==> config.mk <==
export PLATFORM = sky130hd
export DESIGN_NAME = pbam_cmd_queue
export DESIGN_NICKNAME = d
export VERILOG_FILES = /design/src/rtl/core/pbam_pkg.sv /design/src/rtl/core/pbam_cmd_queue.sv
export SDC_FILE = /design/constraint.sdc
export NUM_CORES = 1
export LEC_CHECK = 0
export BUFFER_PORTS_ARGS = -buffer_cell sky130_fd_sc_hd__clkbuf_2
export CORE_MARGIN = 2
export CORE_UTILIZATION = 30
export CTS_CLUSTER_DIAMETER = 120
export DETAILED_ROUTE_END_ITERATION = 16
export GPL_TIMING_DRIVEN = 0
export REMOVE_ABC_BUFFERS = 1
export SKIP_LAST_GASP = 1
export SLEW_MARGIN = 10
export SYNTH_ARGS = -nofsm -noshare
export SYNTH_HDL_FRONTEND = slang
export SYNTH_SLANG_ARGS = --single-unit
==> constraint.sdc <==
create_clock -name clk -period 4.2 [get_ports clk]
set_input_delay 0.84 -clock clk [delete_from_list [all_inputs] [get_ports clk]]
set_output_delay 0.84 -clock clk [all_outputs]
set_load 0.01 [all_outputs]
==> src/rtl/core/pbam_pkg.sv <==
// Shared types and constants for the paged bus address map.
// Used by every module of the block; depends on nothing.
package pbam_pkg;

	localparam int ADDR_BITS     = 16;
	localparam int PAGE_BITS     = 8;
	localparam int PAGE_NUM_BITS = ADDR_BITS - PAGE_BITS;
	localparam int NUM_PAGES     = 1 << PAGE_NUM_BITS;
	localparam int PAGE_SIZE     = 1 << PAGE_BITS;
	localparam int COUNT_BITS    = PAGE_BITS + 1;
	localparam int LEN_BITS      = 17;
	localparam int BACKING_BITS  = 24;
	localparam int DEVICE_BITS   = 4;
	localparam int TYPE_BITS     = 2;
	localparam int QUEUE_DEPTH   = 2;

	localparam int MAX_ACCESS_DEFAULT = 64;

	localparam logic [TYPE_BITS-1:0] REQ_MAP   = 2'd0;
	localparam logic [TYPE_BITS-1:0] REQ_READ  = 2'd1;
	localparam logic [TYPE_BITS-1:0] REQ_WRITE = 2'd2;

	typedef enum logic [2:0] {
		STATUS_OK       = 3'd0,
		STATUS_UNMAPPED = 3'd1,
		STATUS_RANGE    = 3'd2,
		STATUS_MAPPED   = 3'd3,
		STATUS_TOO_LONG = 3'd4
	} status_t;

	typedef enum logic [1:0] {
		CMD_REPLY  = 2'd0,
		CMD_MAP    = 2'd1,
		CMD_ACCESS = 2'd2
	} cmd_kind_t;

	// One classified request as it travels from the front to the back.
	typedef struct packed {
		cmd_kind_t                  kind;
		status_t                    status;
		logic                       is_write;
		logic [ADDR_BITS-1:0]       address;
		logic [LEN_BITS-1:0]        length;
		logic [PAGE_NUM_BITS-1:0]   last_page;
		logic [BACKING_BITS-1:0]    backing_base;
		logic [DEVICE_BITS-1:0]     device_id;
	} cmd_t;

	// One page entry; the start is kept as its offset inside the page.
	typedef struct packed {
		logic [PAGE_BITS-1:0]    offset;
		logic [COUNT_BITS-1:0]   bytes;
		logic [BACKING_BITS-1:0] backing;
		logic [DEVICE_BITS-1:0]  device;
	} entry_t;

	// Handshake between the command queue and the back end.
	typedef struct packed {
		logic not_empty;
		logic pop;
	} queue_ctrl_t;

endpackage

==> src/rtl/core/pbam_cmd_queue.sv <==
// Short command queue between the front and the back end.
// Depends on pbam_pkg for the command type and depth.
module pbam_cmd_queue (
	input  logic                  clk,
	input  logic                  arst_n,
	input  logic                  push,
	input  pbam_pkg::cmd_t        cmd_in,
	output logic                  full,
	input  pbam_pkg::queue_ctrl_t ctrl_in,
	output logic                  not_empty,
	output pbam_pkg::cmd_t        cmd_out
);

	localparam int DEPTH     = pbam_pkg::QUEUE_DEPTH;
	localparam int PTR_BITS  = (DEPTH > 1) ? $clog2(DEPTH) : 1;
	localparam int CNT_BITS  = $clog2(DEPTH + 1);

	pbam_pkg::cmd_t      slot_q [DEPTH];
	logic [PTR_BITS-1:0] wr_ptr_q;
	logic [PTR_BITS-1:0] rd_ptr_q;
	logic [CNT_BITS-1:0] count_q;
	logic                do_pop;

	assign full      = count_q == CNT_BITS'(DEPTH);
	assign not_empty = count_q != '0;
	assign cmd_out   = slot_q[rd_ptr_q];
	assign do_pop    = ctrl_in.pop && ctrl_in.not_empty;

	always_ff @(posedge clk or negedge arst_n) begin
		if (!arst_n) begin
			wr_ptr_q <= '0;
			rd_ptr_q <= '0;
			count_q  <= '0;
		end else begin
			if (push) begin
				wr_ptr_q <= (wr_ptr_q == PTR_BITS'(DEPTH - 1)) ? '0 : wr_ptr_q + PTR_BITS'(1);
			end
			if (do_pop) begin
				rd_ptr_q <= (rd_ptr_q == PTR_BITS'(DEPTH - 1)) ? '0 : rd_ptr_q + PTR_BITS'(1);
			end
			if (push && !do_pop) begin
				count_q <= count_q + CNT_BITS'(1);
			end else if (do_pop && !push) begin
				count_q <= count_q - CNT_BITS'(1);
			end
		end
	end

	always_ff @(posedge clk) begin
		if (push) begin
			slot_q[wr_ptr_q] <= cmd_in;
		end
	end

endmodule

* After elaboration in Yosys (flattened, before gate mapping)
Memory sizes are Yosys's and may differ from the RTL's.
Cells that the tools add are included.
** Word-level totals
- Output and inout bits :: 77
- Logic and storage cells :: 22
- Bits in registers :: 4
- Memory bits (writable) :: 150
- Memories :: 1
- Bits of input ports :: 80
** Memories
- slot_q :: depth 2, bits a word 75, read ports 1, clocked after Yosys merged registers in 0, write ports 1, line pbam_cmd_queue.sv:18 : pbam_pkg::cmd_t slot_q [DEPTH];
** Cells by class
- Eq/ne operators :: 1
- Reductions and logical operators :: 7
- Mux-type cells :: 6
- Add/sub/neg operators :: 4
** Operators by type and width (count)
- 2-to-1 mux 1 bit :: 4
- 2-to-1 mux 2 bit :: 2
- nonzero test 2 bit :: 2
- logical AND 1 bit :: 3
- adder 1 bit (second input constant) :: 2
- adder 2 x 1 -> 2 bit (second input constant) :: 1
- equality test 2 bit (second input constant) :: 1
- logical NOT 1 bit :: 2
- subtractor 2 x 1 -> 2 bit (second input constant) :: 1

* Depth between registers and ports, before layout
- Depth in word-level cells :: 4
- Mapped depth :: 5

* Worst setup path after synthesis
OpenSTA, ideal clock, no wires.
- Path kind :: input port to flip-flop
- From :: in push
- To :: mem slot_q[0][0] (netlist name), enable pin
- Arrival time :: 4.124 ns
- Cell stages on the path :: 1
- Slack :: -0.442 ns
- Data required time :: 3.682 ns
- Path through :: nor2b_1
** Between the ends
- Word-level cells in the longest chain between the ends :: 2
** Ends and longest elaborated chain
- start, declared :: line pbam_cmd_queue.sv:6 : input logic push,
- 2-to-1 mux 1 bit :: line pbam_cmd_queue.sv:50 : if (push) begin
- 2-to-1 mux 1 bit (not written as such) :: line pbam_cmd_queue.sv:51 : slot_q[wr_ptr_q] <= cmd_in;
- end, declared :: line pbam_cmd_queue.sv:18
No other way between the ends.

==> impl_metrics.json <==
{
  "synth_seq_cells": 154,
  "reg2reg_depth": 2,
  "ioPinCount": 157,
  "drc_errors": 0,
  "holdBufCountCts": 0,
  "finalSetupViolCount": 0,
  "worstReg2RegStart": "wr_ptr_q",
  "vias": 2859,
  "cts_tree": "built",
  "clock_latency_ns": 0.41,
  "p_per_area_nw_per_um2": 695,
  "overflow": 0,
  "routed_wl_um": 10600,
  "cp_data_required_time_ns": 3.36,
  "r2r_slack_ns": 2.53,
  "drive_gt1_share_pct": 61.6,
  "power_leakage_nw": 2.95,
  "floorplan.die_area_um2": 20300,
  "fmax_ghz": 0.341,
  "rsz0062_at_grt": "false",
  "synth_top_cell_by_area": "edfxtp_1",
  "wl_per_cell_um": 16.0,
  "skew_ns": 0.00696,
  "cp.arrival_ns": 2.10,
  "maxCapViolCount": 0,
  "cp_slowest_cell": "dfrtp_4",
  "htree_levels": 4,
  "grtUsageTotal_pct": 10.6,
  "r2r_end": "slot_q[0][11]",
  "finalCritPeriodShare_pct": 69.9,
  "grt_max_degree": 44,
  "postRouteAntennaNets": 0,
  "post_cts_buffers": 0,
  "worst_pin_slew_ns": 0.754,
  "initial_utilization_pct": 30.7,
  "maxSlewHeadroom_pct": 49.6,
  "stdcell_area_um2": 7480,
  "final_hold_viol_count": 0,
  "gp_congestion": 0.697,
  "cp-end-kind": "output pin",
  "antenna_found_initial": 1,
  "ir_worst_vdd_mv": 0.411,
  "clkTransAtPathRegs_ns": 0.06,
  "critical_path.max_fanout": 40,
  "num-nets-final": 501,
  "critPathLaunchType": "flip-flop",
  "fin_crit_ns": 2.94,
  "final_cell_mix": "156 x clkbuf_2, 150 x edfxtp_1, 40 x mux2_4",
  "port-buffer-count": 156,
  "synth_top_area_share_pct": 78.3,
  "min_path_type": "in2async",
  "cts.repair.resized": 0,
  "drtIter0Drc": 91,
  "syn_area_per_cell_um2": 23.1,
  "cts_buffer_depth": 2,
  "die_y_um": 143,
  "setup-tns-final_ns": 0,
  "post_synth_inst_count": 249,
  "routed_via_density": 4.29,
  "final_max_slew_viol_count": 0,
  "coreArea_um2": 18800,
  "yosysWarnings": 0,
  "layout_commonest_cell": "clkbuf_2",
  "num_rows": 50,
  "grt_pass1_vias": 3107,
  "status": "complete, no violations",
  "cts_buffers": 17,
  "grt_pass1_wl_um": 16000,
  "cts.sinks": 154,
  "critPathKind": "reg2out",
  "max_stage_delay_ns": 0.81,
  "seq_area_frac_synth_pct": 80.0,
  "cts_root_buf": "clkbuf_16",
  "area_growth_pct": 30.0,
  "synth_area_leaders": "edfxtp_1 78%, mux2_4 10%, mux2_2 6.8%, dfrtp_1 1.7%, buf_6 0.78%",
  "cp_cell_sequence": "buf_16 -> mux2_2 -> clkbuf_2",
  "dr.pass1.iters": 4,
  "synth_cell_types": 15,
  "die_w_um": 143,
  "syn-cell-area_um2": 5760,
  "placed_cell_area_um2": 6870
}
-- where the power goes --
group	switching, mW	leakage [nW]	internal [mW]
registers	0.158	1.45	2.04
clock network	0.587	0.292	0.993
logic	0.680	1.20	0.737
-- sequential cells by signal, summed over array words and instances (netlist names) --
signal / flops
count_q: 2
wr_ptr_q: 1
slot_q: 150
rd_ptr_q: 1
-- stage by stage --
| step | total power [mW] | hold WS [ns] | setup WS (ns) | cells | utilization (%) |
|---|---|---|---|---|---|
| 2_1_floorplan | 3.16 | 0.447 | -0.442 | 241 | - |
| 3_3_place_gp | 3.74 | 0.465 | -2.58 | 631 | 36.0 |
| 3_5_place_dp | 3.70 | 0.498 | 1.63 | 635 | 36.6 |
| 4_1_cts | 5.30 | 0.211 | 1.19 | 666 | 39.8 |
| 5_1_grt | 5.45 | 0.219 | 1.15 | 666 | 39.8 |
| 6_report | 5.20 | 0.238 | 1.26 | 667 | 39.9 |
-- metal layers --
metal | global-route usage, % | wire, um
met3 | 4.04 | 690
met5 | 0 | 0
met1 | 11.7 | 4390
met2 | 18.5 | 5440
met4 | 4.06 | 133
-- worst max-delay path: cells and delay by family, from the launching register on --
kind / cells / cell delay, ns
buffers and inverters: 2 / 0.48
flip-flops: 1 / 0.81
multiplexers: 1 / 0.38
-- synthesized netlist by cell type, drive strengths merged --
library cell / n
or2: 1
buf: 8
nor2b: 2
ha: 1
xor2: 3
and2: 1
nor2: 1
mux2: 75
dfrtp: 4
xnor2: 2
edfxtp: 150
nand2: 1
-- area by class of cell --
cell class              count  area [um2]
diodes                      1        2.50
clock buffers              20         437
well taps                 234         293
flip-flops and latches    154        4610
fillers                  1727       11300
repair buffers            160         876
multi-input cells          87        1090
clock inverters            11         171
-- cell families (layout without fill, tap and decap cells) --
family        after synthesis  in the layout  share of synthesized area (%)
xor+xnor                    5              5                          0.761
fa+ha+maj                   1              1                          0.217
buf+inv                     8            191                           1.17
flops                     154            154                           80.0
mux                        75             75                           17.3
other cells                 0              1                              0
simple gates                6              6                          0.565
-- worst max-delay path by stage --
stage,slack [ns],start,to,cells past startpoint
final,1.26,rd_ptr_q,cmd_out[52],3
after detailed placement,1.63,rd_ptr_q,cmd_out[52],3
after CTS,1.19,rd_ptr_q,cmd_out[52],3
after global placement,-2.58,push,slot_q[0][41],2
after floorplan,-0.44,push,slot_q[0][0],1
after global routing,1.15,rd_ptr_q,cmd_out[52],3
Note: power is estimated with default switching activity, not from simulation.
