## src/rtl/core/pbam_pkg.sv

```systemverilog
// Shared types and constants for the paged bus address map.
// Used by every module of the block; depends on nothing.
package pbam_pkg;

	localparam int ADDR_BITS     = 16;
	localparam int PAGE_BITS     = 8;
	localparam int PAGE_NUM_BITS = ADDR_BITS - PAGE_BITS;
	localparam int NUM_PAGES     = 1 << PAGE_NUM_BITS;
	localparam int PAGE_SIZE     = 1 << PAGE_BITS;
	localparam int COUNT_BITS    = PAGE_BITS + 1;
	localparam int LEN_BITS      = 17;
	localparam int BACKING_BITS  = 24;
	localparam int DEVICE_BITS   = 4;
	localparam int TYPE_BITS     = 2;
	localparam int QUEUE_DEPTH   = 2;

	localparam int MAX_ACCESS_DEFAULT = 64;

	localparam logic [TYPE_BITS-1:0] REQ_MAP   = 2'd0;
	localparam logic [TYPE_BITS-1:0] REQ_READ  = 2'd1;
	localparam logic [TYPE_BITS-1:0] REQ_WRITE = 2'd2;

	typedef enum logic [2:0] {
		STATUS_OK       = 3'd0,
		STATUS_UNMAPPED = 3'd1,
		STATUS_RANGE    = 3'd2,
		STATUS_MAPPED   = 3'd3,
		STATUS_TOO_LONG = 3'd4
	} status_t;

	typedef enum logic [1:0] {
		CMD_REPLY  = 2'd0,
		CMD_MAP    = 2'd1,
		CMD_ACCESS = 2'd2
	} cmd_kind_t;

	// One classified request as it travels from the front to the back.
	typedef struct packed {
		cmd_kind_t                  kind;
		status_t                    status;
		logic                       is_write;
		logic [ADDR_BITS-1:0]       address;
		logic [LEN_BITS-1:0]        length;
		logic [PAGE_NUM_BITS-1:0]   last_page;
		logic [BACKING_BITS-1:0]    backing_base;
		logic [DEVICE_BITS-1:0]     device_id;
	} cmd_t;

	// One page entry; the start is kept as its offset inside the page.
	typedef struct packed {
		logic [PAGE_BITS-1:0]    offset;
		logic [COUNT_BITS-1:0]   bytes;
		logic [BACKING_BITS-1:0] backing;
		logic [DEVICE_BITS-1:0]  device;
	} entry_t;

	// Handshake between the command queue and the back end.
	typedef struct packed {
		logic not_empty;
		logic pop;
	} queue_ctrl_t;

endpackage

```

## src/rtl/core/pbam_front.sv

```systemverilog
// Front end: accepts request items and classifies them into commands.
// Depends on pbam_pkg; feeds pbam_cmd_queue.
module pbam_front #(
	parameter int MAX_ACCESS = pbam_pkg::MAX_ACCESS_DEFAULT
) (
	input  logic                                 in_valid,
	output logic                                 in_stall,
	input  logic [pbam_pkg::TYPE_BITS-1:0]       req_type,
	input  logic [pbam_pkg::ADDR_BITS-1:0]       address,
	input  logic [pbam_pkg::LEN_BITS-1:0]        length,
	input  logic [pbam_pkg::BACKING_BITS-1:0]    backing_base,
	input  logic [pbam_pkg::DEVICE_BITS-1:0]     device_id,
	input  logic                                 queue_full,
	output logic                                 push,
	output pbam_pkg::cmd_t                       cmd
);

	localparam int END_BITS = pbam_pkg::LEN_BITS + 1;

	logic [END_BITS-1:0] region_end;
	logic                past_top;
	logic                len_zero;
	logic                too_long;
	logic                known;

	assign region_end = END_BITS'(address) + END_BITS'(length) - END_BITS'(1);
	assign past_top   = region_end[END_BITS-1:pbam_pkg::ADDR_BITS] != '0;
	assign len_zero   = length == '0;
	assign too_long   = length > pbam_pkg::LEN_BITS'(MAX_ACCESS);
	assign known      = (req_type == pbam_pkg::REQ_MAP) || (req_type == pbam_pkg::REQ_READ)
		|| (req_type == pbam_pkg::REQ_WRITE);

	assign in_stall = queue_full;
	// Items of an unknown type are taken and dropped without a result.
	assign push = in_valid && !queue_full && known;

	always_comb begin
		cmd.kind         = pbam_pkg::CMD_REPLY;
		cmd.status       = pbam_pkg::STATUS_OK;
		cmd.is_write     = req_type == pbam_pkg::REQ_WRITE;
		cmd.address      = address;
		cmd.length       = length;
		cmd.last_page    = region_end[pbam_pkg::ADDR_BITS-1:pbam_pkg::PAGE_BITS];
		cmd.backing_base = backing_base;
		cmd.device_id    = device_id;
		if (req_type == pbam_pkg::REQ_MAP) begin
			if (len_zero) begin
				cmd.kind = pbam_pkg::CMD_REPLY;
			end else if (past_top) begin
				cmd.status = pbam_pkg::STATUS_RANGE;
			end else begin
				cmd.kind = pbam_pkg::CMD_MAP;
			end
		end else begin
			if (too_long) begin
				cmd.status = pbam_pkg::STATUS_TOO_LONG;
			end else if (!len_zero) begin
				cmd.kind = pbam_pkg::CMD_ACCESS;
			end
		end
	end

endmodule

```

## config.mk

```make
export PLATFORM = sky130hd
export DESIGN_NAME = pbam_front
export DESIGN_NICKNAME = d
export VERILOG_FILES = /design/src/rtl/core/pbam_pkg.sv /design/src/rtl/core/pbam_front.sv
export SDC_FILE = /design/constraint.sdc
export NUM_CORES = 1
export LEC_CHECK = 0
export BUFFER_PORTS_ARGS = -buffer_cell sky130_fd_sc_hd__buf_2
export CAP_MARGIN = 20
export CORE_MARGIN = 3
export CORE_UTILIZATION = 35
export DETAILED_ROUTE_END_ITERATION = 10
export PLACE_DENSITY = 0.8
export SYNTH_ARGS = -nofsm -noshare
export SYNTH_HDL_FRONTEND = slang
export SYNTH_SLANG_ARGS = --single-unit
```

## constraint.sdc

```tcl
create_clock -name vclk -period 3.2
set_input_delay 0.16 -clock vclk [all_inputs]
set_output_delay 0.16 -clock vclk [all_outputs]
set_load 0.005 [all_outputs]
```

After elaboration in Yosys (flattened, before gate mapping)
Index checks and enable logic that the tools add are counted.
{"block": "classes", "addsub": 2, "magnitude_cmp": 1, "n_eq_ne": 2, "muxes": 8, "reduce_logical": 8}
{"operator": "adder 16 x 17 -> 18 bit", "count": 1}
{"operator": "subtractor 18 x 1 -> 18 bit, second input constant", "count": 1}
{"operator": "> comparator 17 x 7 -> 1 bit, second input constant", "count": 1}
{"operator": "logical NOT 17 bit", "count": 1}
{"operator": "two-way mux 2 bit", "count": 5}
{"operator": "two-way mux 5 bit", "count": 1}
{"operator": "two-way mux 3 bit", "count": 1}
{"operator": "== test 2 x 1 -> 1 bit, second input constant", "count": 1}
{"operator": "== test 2 bit, second input constant", "count": 1}
{"operator": "logical AND 1 bit", "count": 2}
{"operator": "logical NOT 2 bit", "count": 1}
{"operator": "logical OR 1 bit", "count": 2}
{"operator": "nonzero test 2 bit", "count": 1}
{"operator": "logical NOT 1 bit", "count": 1}
{"operator": "two-way mux 1 bit", "count": 1}
{"block": "word_totals", "regBits": 0, "in_bits": 65, "output_inout_bits": 77, "word_cells": 21}

Longest topological paths before layout
{"block": "depth", "ltp_word": 6, "depth_mapped": 12, "depth_no_buf": 11}

Worst setup path before layout
OpenSTA, ideal clock, no wires.
{"block": "synth_path", "path_type": "in2out", "startpoint": "in length[2] (netlist bit)", "endpoint": "out cmd[71] (netlist bit)", "t_arrival_ps": 2321, "required_ps": 3040, "setup_slack_ps": 719, "path_stages": 11, "path_buffers": 0, "path_cell_list": "inv_1 ha_1 inv_1 ha_1 inv_1 o31a_1 or4b_4 o211ai_2 a31o_1 mux2i_1 and3b_1"}
{"element": "start: declaration", "line": "pbam_front.sv:10", "text": "input logic [pbam_pkg::LEN_BITS-1:0] length,"}
{"element": "end: declaration", "line": "pbam_front.sv:15", "text": "output pbam_pkg::cmd_t cmd"}

==> flow_metrics.py <==
metrics = {
    "status": {
        "status": "complete, no violations",
    },
    "clocking": {
        "cts_setup_buffers": 0,
        "cts_resized": 0,
        "cts_hold_buf": 0,
    },
    "finish": {
        "n_fill_cell": 454,
        "fin_nets": 344,
        "multi_input_area_um2": 823,
        "design.seq.count": 0,
        "area_delta_synth_final_pct": 0.243,
        "ff_latch_area_um2": 0,
        "clock_buffers": 0,
        "num_antenna_cells": 0,
        "drive_above_1_share": 0.364,
        "post-route-util": 0.374,
    },
    "drt": {
        "avgRoutedWirePerCell_um": 9.37,
        "drt_wl_total_um": 2780,
        "via_count": 1336,
        "drt-initial-drc-count": 10,
        "drc": 0,
        "first_pass_iters": 4,
        "drt-vias-per-instance": 4.50,
        "postRouteAntennaNets": 0,
    },
    "logic_synthesis": {
        "yosys.area.top_type": "buf_4",
        "syn_area_per_cell_um2": 6.85,
        "yosys_warnings": 0,
        "synth_cell_types": 37,
        "synth.top_cell.area_share": 0.306,
        "syn_inst": 226,
        "synth-seq-area-share": 0,
        "synth_area_leaders": "buf_4 (31%), ha_1 (24%), inv_1 (16%)",
        "syn_area_um2": 1550,
        "postSynthNetCount": 321,
    },
    "sta": {
        "rsz0062_at_grt": "false",
        "setup_viol": 0,
        "hold_viol": 0,
        "setup-tns-final_ns": 0,
        "fin_crit_ns": 2.80,
        "fmax_mhz": 357,
        "final-max-slew-violation-count": 0,
        "setup_slack_ns": 0.402,
        "period_share": 0.874,
    },
    "floorplan": {
        "dieArea_um2": 5260,
        "start_util": 0.373,
        "io_pins": 142,
        "rows": 23,
        "core-area_um2": 4140,
        "fp.dieW_um": 72.5,
        "die_h_um": 72.5,
    },
    "grt": {
        "first_global_vias": 1144,
        "antenna_found_initial": 0,
        "grt_max_degree": 8,
        "use_met3": 0.00277,
        "grt_pass1_wl_um": 4440,
        "gr-usage-met2": 0.193,
        "grt_busiest_layer": "met2",
        "overflow": 0,
        "grt.total_usage": 0.0974,
        "gr-usage-met1": 0.116,
    },
    "power_and_ir_drop": {
        "pwr_density_cell_nw_per_um2": 185,
        "leakage_uw": 0.00102,
        "vdd.ir_drop.worst_v": 0.0000527,
    },
    "hold_path": {
        "hold_depth": 0,
        "min_from": "backing_base[8]",
        "worst_hold_path.endpoint": "cmd[12]",
        "hold_path_class": "in -> out",
    },
    "placement": {
        "gp_congestion": 0.720,
        "io_buffers": 85,
        "dp_hpwl_um": 2640,
        "dp_worst_setup_slack_ns": 0.387,
    },
    "setup_path": {
        "path_class": "in -> out",
        "critPathLaunch": "length[9]",
        "cp_max_fo": 7,
        "required_ns": 3.04,
        "start_kind": "input pin",
        "cp_data_arrival_time_ns": 2.64,
        "endpoint_kind": "primary output",
    },
    "run": {
        "maxCapViolations": 0,
    },
}
==> area by class of cell <==
class                           instances  share of cell area
Inverter                               64               0.155
Multi-Input combinational cell         98               0.531
Tap cell                               50              0.0403
Timing Repair Buffer                   85               0.274
==> synthesized netlist by cell type, types with 2 or more instances <==
library cell,count
nor2_1,8
nor3_1,5
o21a_1,2
xor2_1,2
nand4_1,3
xnor2_1,3
nor3b_1,2
buf_4,63
mux2i_1,2
nor4_1,3
o21bai_1,2
a21o_1,3
nand3_1,4
a21oi_1,8
inv_1,64
ha_1,30
nand2_1,2
==> critical path: stages <==
cell and delay [ns]:
buf_2 0.09, inv_1 0.04, ha_1 0.26, inv_1 0.04, ha_1 0.39, a21oi_2 0.17
a21oi_1 0.09, o31ai_2 0.25, o211ai_2 0.15, a31o_1 0.26, or4_1 0.42, and3b_1 0.19
buf_2 0.12
==> report_power, final <==
part           internal [µW]  switching (µW)
Sequential                 0               0
Combinational            141             146
Clock                      0               0
Total                    141             146
==> per-layer routing <==
layer,wire length (µm),up-vias
met5,0,-
met4,25,0
met3,270,8
met2,1350,59
met1,1140,577
li1,-,692
==> logic make-up (layout without fill, tap and decap cells) <==
kind of cell	count (synthesis)	count (layout)	share of synthesized area
AND/OR/NAND/NOR	34	34	0.124
adder cells (fa/ha/maj)	30	30	0.243
XOR/XNOR	5	5	0.0283
AO/OA/AOI/OAI	25	25	0.115
multiplexers	3	3	0.0202
buffers and inverters	128	149	0.468
other	1	1	0.00242
==> how the worst max path moves through the flow <==
stage	end	cells after the start	slack, ns
6_report	cmd[71]	13	0.40
3_5_place_dp	cmd[71]	13	0.39
2_1_floorplan	cmd[71]	11	0.72
3_3_place_gp	cmd[71]	13	0.43
5_1_grt	cmd[71]	12	0.19
4_1_cts	cmd[71]	13	0.38
==> per-stage QoR <==
step                area, µm²  cells  power [µW]  hold slack [ns]
CTS                      1550    297         294            0.320
detailed placement       1550    297         293            0.320
finish                   1550    297         287            0.320
global placement         1550    297         287            0.320
floorplan                1550    226         239            0.350
global route             1550    297         331            0.320
==> cells in the final DEF, fill, tap and decap left out, types with 3 or more instances in the layout <==
cell     count
xnor2_1      3
buf_2       85
nand4_1      3
nor3_1       5
ha_1        30
nand3_1      4
a21oi_1      8
nor4_1       3
inv_1       64
nor2_1       8
a21o_1       3
Note: power is estimated with default switching activity, not from simulation.
